<file path="src/hdl/direct_mapped_tlb_macros.svh">
// assertion macros for the direct-mapped translation buffer
// expects clk and rst_n in the scope of every module that uses them
`ifndef DIRECT_MAPPED_TLB_MACROS_SVH
`define DIRECT_MAPPED_TLB_MACROS_SVH

// same-cycle implication, disabled during reset
`define DMTLB_ASSERT_NOW(label, ante, cons, msg) \
    label: assert property (@(posedge clk) disable iff (!rst_n) (ante) |-> (cons)) \
        else $error(msg);

// next-cycle implication, disabled during reset
`define DMTLB_ASSERT_NEXT(label, ante, cons, msg) \
    label: assert property (@(posedge clk) disable iff (!rst_n) (ante) |=> (cons)) \
        else $error(msg);

`endif

</file>
<file path="src/hdl/dmtlb_pkg.sv">
// shared types and constants of the direct-mapped translation buffer
// no dependencies
`default_nettype none

package dmtlb_pkg;

    localparam int ADDR_W  = 32;
    localparam int FRAME_W = 20;
    localparam int CNT_W   = 32;
    localparam int CMD_W   = 2;

    typedef enum logic [CMD_W-1:0] {
        CMD_LOOKUP = 2'd0,
        CMD_FILL   = 2'd1,
        CMD_INVAL  = 2'd2
    } cmd_t;

endpackage

`default_nettype wire

</file>
<file path="src/hdl/dmtlb_if.sv">
// request and response channel interfaces of the translation buffer
// depends on dmtlb_pkg
`default_nettype none

interface dmtlb_req_if;
    import dmtlb_pkg::*;

    logic               valid;
    logic               ready;
    logic [CMD_W-1:0]   cmd;
    logic [ADDR_W-1:0]  vaddr;
    logic [FRAME_W-1:0] fill_frame;

    modport source (output valid, output cmd, output vaddr, output fill_frame, input ready);
    modport sink   (input valid, input cmd, input vaddr, input fill_frame, output ready);
endinterface

interface dmtlb_rsp_if;
    import dmtlb_pkg::*;

    logic               valid;
    logic               ready;
    logic               hit;
    logic [FRAME_W-1:0] frame_out;
    logic [CNT_W-1:0]   lookups_total;
    logic [CNT_W-1:0]   misses_total;

    modport source (output valid, output hit, output frame_out, output lookups_total,
                    output misses_total, input ready);
    modport sink   (input valid, input hit, input frame_out, input lookups_total,
                    input misses_total, output ready);
endinterface

`default_nettype wire

</file>
<file path="src/hdl/dmtlb_core.sv">
// command stage: tag compare, entry update, counters and result register
// depends on dmtlb_pkg, dmtlb_if and direct_mapped_tlb_macros.svh
`default_nettype none

`include "direct_mapped_tlb_macros.svh"

module dmtlb_core #(
    parameter int PAGE_OFFSET_BITS = 12,
    parameter int IDX_W            = 9,
    parameter int TAG_W            = 20
) (
    input  wire logic                          clk,
    input  wire logic                          rst_n,
    dmtlb_req_if.sink                          req,
    dmtlb_rsp_if.source                        rsp,
    input  wire logic                          busy,
    output logic                               rd_en,
    output logic      [IDX_W-1:0]              rd_idx,
    input  wire logic [TAG_W-1:0]              rd_tag,
    input  wire logic [dmtlb_pkg::FRAME_W-1:0] rd_frame,
    output logic                               wr_en,
    output logic      [IDX_W-1:0]              wr_idx,
    output logic      [TAG_W-1:0]              wr_tag,
    output logic      [dmtlb_pkg::FRAME_W-1:0] wr_frame
);
    import dmtlb_pkg::*;

    logic               accept;
    logic               a_adv;

    logic               a_valid_reg;
    logic               a_valid_next;
    cmd_t               a_cmd_reg;
    logic [TAG_W-1:0]   a_vpn_reg;
    logic [FRAME_W-1:0] a_frame_reg;

    logic               match;
    logic               do_write;
    logic [FRAME_W-1:0] frame_sel;

    logic [CNT_W-1:0]   lk_reg;
    logic [CNT_W-1:0]   lk_next;
    logic [CNT_W-1:0]   miss_reg;
    logic [CNT_W-1:0]   miss_next;

    logic               rsp_valid_reg;
    logic               rsp_valid_next;
    logic               hit_reg;
    logic [FRAME_W-1:0] frame_out_reg;

    assign a_adv     = a_valid_reg && (!rsp_valid_reg || rsp.ready);
    assign req.ready = !busy && (!a_valid_reg || a_adv);
    assign accept    = req.valid && req.ready;

    assign rd_en  = accept;
    assign rd_idx = req.vaddr[PAGE_OFFSET_BITS +: IDX_W];

    always_ff @(posedge clk)
    begin
        if (accept)
        begin
            a_cmd_reg   <= cmd_t'(req.cmd);
            a_vpn_reg   <= req.vaddr[ADDR_W-1:PAGE_OFFSET_BITS];
            a_frame_reg <= req.fill_frame;
        end
    end

    assign match  = (rd_tag == a_vpn_reg);
    assign wr_idx = a_vpn_reg[IDX_W-1:0];
    assign wr_en  = do_write && a_adv;

    always_comb
    begin
        do_write  = 1'b0;
        wr_tag    = a_vpn_reg;
        wr_frame  = a_frame_reg;
        frame_sel = '0;
        lk_next   = lk_reg;
        miss_next = miss_reg;
        unique case (a_cmd_reg)
            CMD_LOOKUP:
            begin
                lk_next = lk_reg + CNT_W'(1);
                if (match)
                begin
                    frame_sel = rd_frame;
                end
                else
                begin
                    miss_next = miss_reg + CNT_W'(1);
                end
            end
            CMD_FILL:
            begin
                do_write = 1'b1;
            end
            CMD_INVAL:
            begin
                if (match)
                begin
                    do_write = 1'b1;
                    wr_tag   = '0;
                    wr_frame = '0;
                end
            end
            default:
            begin
                do_write = 1'b0;
            end
        endcase
    end

    assign a_valid_next   = accept || (a_valid_reg && !a_adv);
    assign rsp_valid_next = a_adv || (rsp_valid_reg && !rsp.ready);

    always_ff @(posedge clk or negedge rst_n)
    begin
        if (!rst_n)
        begin
            a_valid_reg   <= 1'b0;
            rsp_valid_reg <= 1'b0;
            lk_reg        <= '0;
            miss_reg      <= '0;
        end
        else
        begin
            a_valid_reg   <= a_valid_next;
            rsp_valid_reg <= rsp_valid_next;
            if (a_adv)
            begin
                lk_reg   <= lk_next;
                miss_reg <= miss_next;
            end
        end
    end

    always_ff @(posedge clk)
    begin
        if (a_adv)
        begin
            hit_reg       <= match;
            frame_out_reg <= frame_sel;
        end
    end

    // counters only move when a result is loaded, so they match the held result
    assign rsp.valid         = rsp_valid_reg;
    assign rsp.hit           = hit_reg;
    assign rsp.frame_out     = frame_out_reg;
    assign rsp.lookups_total = lk_reg;
    assign rsp.misses_total  = miss_reg;

    `DMTLB_ASSERT_NEXT(a_non_lookup_keeps_counters, a_adv && (a_cmd_reg != CMD_LOOKUP), $stable(lk_reg) && $stable(miss_reg), "counter changed on non-lookup")
    `DMTLB_ASSERT_NEXT(a_miss_counted, a_adv && (a_cmd_reg == CMD_LOOKUP) && !match, miss_reg == ($past(miss_reg) + CNT_W'(1)), "lookup miss not counted")
    `DMTLB_ASSERT_NOW(a_frame_needs_hit, rsp_valid_reg && (frame_out_reg != '0), hit_reg, "frame returned without hit")
    `DMTLB_ASSERT_NEXT(a_stalled_item_holds, a_valid_reg && !a_adv, a_valid_reg && $stable(a_vpn_reg), "stalled command lost")
    `DMTLB_ASSERT_NOW(a_no_accept_while_clearing, busy, !accept && !wr_en, "activity during clearing")

endmodule

`default_nettype wire

</file>
<file path="src/flat_wrapper.sv">
// flat-port wrapper written by rule: the top's interface ports become plain ports
module dmtlb_core_flat import dmtlb_pkg::*;
#(
    parameter int PAGE_OFFSET_BITS = 12,
    parameter int IDX_W            = 9,
    parameter int TAG_W            = 20
)
  (clk, rst_n, busy, rd_en, rd_idx, rd_tag, rd_frame, wr_en, wr_idx, wr_tag, wr_frame, req_valid, req_cmd, req_vaddr, req_fill_frame, req_ready, rsp_valid, rsp_hit, rsp_frame_out, rsp_lookups_total, rsp_misses_total, rsp_ready);
  dmtlb_req_if req_i ();
  dmtlb_rsp_if rsp_i ();
  input  wire logic clk;
  input  wire logic rst_n;
  input  wire logic busy;
  output logic rd_en;
  output logic      [IDX_W-1:0] rd_idx;
  input  wire logic [TAG_W-1:0] rd_tag;
  input  wire logic [dmtlb_pkg::FRAME_W-1:0] rd_frame;
  output logic wr_en;
  output logic      [IDX_W-1:0] wr_idx;
  output logic      [TAG_W-1:0] wr_tag;
  output logic      [dmtlb_pkg::FRAME_W-1:0] wr_frame;
  input wire logic [$bits(req_i.valid)-1:0] req_valid;
  input wire logic [$bits(req_i.cmd)-1:0] req_cmd;
  input wire logic [$bits(req_i.vaddr)-1:0] req_vaddr;
  input wire logic [$bits(req_i.fill_frame)-1:0] req_fill_frame;
  output wire logic [$bits(req_i.ready)-1:0] req_ready;
  output wire logic [$bits(rsp_i.valid)-1:0] rsp_valid;
  output wire logic [$bits(rsp_i.hit)-1:0] rsp_hit;
  output wire logic [$bits(rsp_i.frame_out)-1:0] rsp_frame_out;
  output wire logic [$bits(rsp_i.lookups_total)-1:0] rsp_lookups_total;
  output wire logic [$bits(rsp_i.misses_total)-1:0] rsp_misses_total;
  input wire logic [$bits(rsp_i.ready)-1:0] rsp_ready;
  assign req_i.valid = req_valid;
  assign req_i.cmd = req_cmd;
  assign req_i.vaddr = req_vaddr;
  assign req_i.fill_frame = req_fill_frame;
  assign req_ready = req_i.ready;
  assign rsp_valid = rsp_i.valid;
  assign rsp_hit = rsp_i.hit;
  assign rsp_frame_out = rsp_i.frame_out;
  assign rsp_lookups_total = rsp_i.lookups_total;
  assign rsp_misses_total = rsp_i.misses_total;
  assign rsp_i.ready = rsp_ready;
  dmtlb_core #(.PAGE_OFFSET_BITS(PAGE_OFFSET_BITS), .IDX_W(IDX_W), .TAG_W(TAG_W)) u_core (.clk(clk), .rst_n(rst_n), .req(req_i), .rsp(rsp_i), .busy(busy), .rd_en(rd_en), .rd_idx(rd_idx), .rd_tag(rd_tag), .rd_frame(rd_frame), .wr_en(wr_en), .wr_idx(wr_idx), .wr_tag(wr_tag), .wr_frame(wr_frame));
endmodule
</file>
<file path="config.mk">
export PLATFORM = sky130hd
export DESIGN_NAME = dmtlb_core_flat
export DESIGN_NICKNAME = d
export VERILOG_FILES = /design/src/hdl/dmtlb_pkg.sv /design/src/hdl/dmtlb_if.sv /design/src/hdl/dmtlb_core.sv /design/src/flat_wrapper.sv
export VERILOG_INCLUDE_DIRS = /design/src /design/src/hdl
export SDC_FILE = /design/constraint.sdc
export NUM_CORES = 1
export LEC_CHECK = 0
export BUFFER_PORTS_ARGS = -buffer_cell sky130_fd_sc_hd__buf_2
export CAP_MARGIN = 20
export CORE_ASPECT_RATIO = 1.4
export CORE_UTILIZATION = 43
export DETAILED_ROUTE_END_ITERATION = 10
export GPL_TIMING_DRIVEN = 0
export PLACE_DENSITY = 0.76
export SETUP_SLACK_MARGIN = 0.15
export SLEW_MARGIN = 20
export SYNTH_ARGS = -nofsm -noshare
export SYNTH_HDL_FRONTEND = slang
export SYNTH_SLANG_ARGS = --single-unit
</file>
<file path="constraint.sdc">
create_clock -name clk -period 2.1 [get_ports clk]
set_input_delay 0.21 -clock clk [delete_from_list [all_inputs] [get_ports clk]]
set_output_delay 0.21 -clock clk [all_outputs]
set_load 0.03 [all_outputs]
</file>
==> reports/results.tsv <==
stage	metric	value	unit
outcome	outcome	complete, but fails checks	
outcome	violations_in_the_final_reports	setup timing	
route	met3RoutedLength	1.13	mm
route	drt_pass1_iterations	4	
cts	h-tree-depth	4	
yosys	synth.cells.most_frequent	sky130_fd_sc_hd__dfrtp_1 (66), sky130_fd_sc_hd__edfxtp_1 (63), sky130_fd_sc_hd__and2_1 (43)	
grt	first_global_vias	5214	
yosys	seq_area_frac_synth	61.1	%
worst_setup_path	timing.critical_path.to_type	output port	
timing	finClkSkew	0.00715	ns
final_layout	syn2layout_area_growth	55.7	%
hold_path	hold_path_class	input port to flip-flop	
place	portBuffers	233	
grt	global_route.usage.total	25.9	%
final_layout	final_cells	974	
worst_setup_path	timing.critical_path.buf_inv	2	
yosys	syn_inst	465	
worst_setup_path	critPathSlowestCell	sky130_fd_sc_hd__edfxtp_1	
floorplan	die-area	14000	µm²
route	route.met2.wl	9.71	mm
timing	timing.fmax	0.376	GHz
final_layout	final.fill_count	921	
timing	finalWorstSetupSlack	-0.558	ns
pwr	vdd_ir_drop_max	0.000551	V
timing	timing.slew.headroom	63.0	%
floorplan	fp.dieH	139	µm
yosys	synth-warning-count	0	
run	drv_cap	0	
timing	finalWorstPathRequiredPeriod	2.66	ns
hold_path	worst_hold_startpoint	rd_frame[13]	
route	drc	0	
cts	cts.path.max_buffers	2	
grt	grt_start_max_net_pins	55	
place	place_hpwl	11.2	mm
yosys	netlist.area_leader.share	32.6	%
worst_setup_path	timing.rr.end	u_core.rsp.misses_total[13]$_DFFE_PN0P_	
yosys	syn-num-nets	569	
timing	slew_viol_final	0	
floorplan	initial_utilization	44.6	%
floorplan	fp-row-count	49	
hold_path	timing.hold.worst_path_depth	2	
worst_setup_path	timing.reg2reg.setup_slack	-0.26	ns
place	finalWeightedCongestion	0.815	
route	routed_via_density	5.02	
yosys	post-synth-top-count-cell	sky130_fd_sc_hd__dfrtp_1	
route	route.vias.total	4893	
yosys	ys_seq_elements	129	
place	place_area	7330	µm²
worst_setup_path	category_of_the_worst_setup_path_launch_point	flip-flop	
route	highest-signal-layer	met5	
yosys	ys_dominant_reg_cell	sky130_fd_sc_hd__dfrtp_1	
cts	worstSkewPairLatency	0.42	ns
yosys	synth.cell_area	5800	µm²
timing	fin_setup_tns	-28.56	ns
final_layout	design_area	9020	µm²
floorplan	floorplan.core_area	13000	µm²
place	place.detailed.instances	877	
worst_setup_path	arrival	2.45	ns
final_layout	layout.nets	887	
floorplan	design.portCount	246	
yosys	most_area_hungry_cell_type_in_the_yosys_netlist	sky130_fd_sc_hd__edfxtp_1	
yosys	ys_types	39	
worst_setup_path	rr_startpoint	u_core.a_vpn_reg[7]$_DFFE_PP_	
route	drt_iter0_markers	172	
timing	hold_violations	0	
yosys	synth_edf_count	63	
final_layout	drive_above_1_share	50.5	%
floorplan	die-width	100	µm
pwr	leakage	0.00438	µW
worst_setup_path	timing.critical_path.slowest_cell_delay	0.44	ns
worst_setup_path	required	1.89	ns
worst_setup_path	critPathTopFamily	simple AND/OR/NAND/NOR gates	
yosys	synth_top_area_cells	sky130_fd_sc_hd__edfxtp_1 (33%), sky130_fd_sc_hd__dfrtp_1 (28%), sky130_fd_sc_hd__xor2_1 (6.3%), sky130_fd_sc_hd__xnor2_1 (5.7%), sky130_fd_sc_hd__and2_1 (4.6%)	
cts	clock_buffers_created_by_tritoncts	17	
grt	grt.overflow.total	0	
cts	cts_root_buf	sky130_fd_sc_hd__clkbuf_16	
grt	antenna_found_initial	1	
timing	worst_pin_slew	0.555	ns
timing	timing.final.setup_violations	94	
worst_setup_path	r2r_cells	11	
cts	tritoncts	built	
yosys	ys_async_sr_fraction	51.2	%
cts	clkSinkCount	129	
hold_path	min_delay_worst_endpoint	u_core.rsp.frame_out[13]$_SDFFCE_PN0P_	
worst_setup_path	worstPathMaxFanout	10	
route	metal1_wirelength	6.51	mm
route	postRouteWirelength	18.1	mm
route	wl_per_cell	18.5	µm
worst_setup_path	critical_path.cell_chain	xor2_1 -> nor4_1 -> nand3_1 -> nor3_4 -> nand2_4 -> clkbuf_8 -> and2_2 -> buf_4	
grt	global_route_wire_length_before_repair	27.1	mm
worst_setup_path	setup.worst_path.class	flip-flop to output port	
pwr	power_density	754	nW/µm²
route	postRouteAntennaNets	0	
timing	rsz_0062_raised_after_global_routing	true	
cts	clk_pin_slew	0.05	ns
yosys	mean_instance_size_in_the_synthesized_netlist	12.5	µm²
timing	finalCritPeriodShare	127	%
final_layout	antenna_cells	0	
## per-stage QoR
stage | power, µW | utilization (%) | setup slack [ns] | hold slack (ns)
2_1_floorplan | 3450 | - | 0.124 | -0.0856
3_3_place_gp | 3760 | 56.1 | -0.566 | 0.388
3_5_place_dp | 3800 | 56.4 | -0.583 | 0.0802
4_1_cts | 6810 | 66.7 | -0.551 | 0.0861
5_1_grt | 7060 | 69.4 | -0.664 | 0.0975
6_report | 6810 | 69.4 | -0.558 | 0.102
## worst max path at each step
stage,from,end,slack (ns),cells past startpoint
finish,u_core.a_vpn_reg[7]$_DFFE_PP_,wr_tag[13],-0.56,8
global route,u_core.a_vpn_reg[7]$_DFFE_PP_,wr_tag[13],-0.66,8
CTS,u_core.a_vpn_reg[15]$_DFFE_PP_,wr_tag[7],-0.55,8
detailed placement,u_core.a_vpn_reg[0]$_DFFE_PP_,wr_frame[19],-0.58,8
global placement,u_core.a_vpn_reg[16]$_DFFE_PP_,wr_frame[19],-0.57,8
floorplan,u_core.a_vpn_reg[7]$_DFFE_PP_,wr_frame[0],0.12,7
## cells by family (layout without fill, tap and decap cells)
group                    Yosys count  count (layout)  share of synthesized area, %
AO/OA/AOI/OAI                      7               7                         0.863
XOR/XNOR                          80              80                          12.1
adder cells (fa/ha/maj)            5               5                          1.08
buffers and inverters             41             370                          3.91
flip-flops                       129             129                          61.1
multiplexers                       1               1                         0.194
AND/OR/NAND/NOR                  202             204                          20.7
## routing by layer
metal / vias up / GRT usage, %
met5: - / 0
met1: 2380 / 26.6
met4: 2 / 12.5
li1: 2239 / -
met3: 56 / 7.63
met2: 216 / 47.1
## cell usage in the layout (no fill, tap or decap), types with 5 or more instances in the layout
cell type / n
sky130_fd_sc_hd__and2_2: 17
sky130_fd_sc_hd__and2_4: 26
sky130_fd_sc_hd__and3_1: 34
sky130_fd_sc_hd__buf_2: 204
sky130_fd_sc_hd__buf_4: 41
sky130_fd_sc_hd__buf_6: 22
sky130_fd_sc_hd__buf_8: 6
sky130_fd_sc_hd__clkbuf_1: 5
sky130_fd_sc_hd__clkbuf_16: 20
sky130_fd_sc_hd__dfrtp_1: 61
sky130_fd_sc_hd__dfrtp_2: 5
sky130_fd_sc_hd__dlygate4sd3_1: 43
sky130_fd_sc_hd__edfxtp_1: 63
sky130_fd_sc_hd__inv_1: 7
sky130_fd_sc_hd__nand2_1: 31
sky130_fd_sc_hd__nand3_1: 22
sky130_fd_sc_hd__nand4_1: 10
sky130_fd_sc_hd__nor2_1: 7
sky130_fd_sc_hd__nor3_1: 5
sky130_fd_sc_hd__nor4_1: 11
sky130_fd_sc_hd__nor4_2: 9
sky130_fd_sc_hd__xnor2_1: 37
sky130_fd_sc_hd__xor2_1: 41
## final cells by class
cell class	count	area, µm²	area share, %
Sequential cell	129	3550	39.3
Multi-Input combinational cell	297	2330	25.8
Timing Repair Buffer	297	2020	22.4
Clock buffer	19	433	4.80
Buffer	34	299	3.31
Tap cell	178	223	2.47
Clock inverter	13	144	1.59
Inverter	7	26.3	0.291
## power breakdown
| group | switching, µW | leakage (µW) | internal (µW) |
|---|---|---|---|
| Combinational | 595 | 0.00263 | 388 |
| Clock | 1050 | 0.000275 | 1840 |
| Sequential | 133 | 0.00147 | 2800 |
## timing repair
item	CTS	global route
endpoints found under the setup margin	121	103
gates resized for setup	93	50
pin swaps	10	8
hold buffers	43	0
buffers inserted	7	9
hold endpoints to repair	108	0
cloned	3	3
Note: power is estimated with default switching activity, not from simulation.
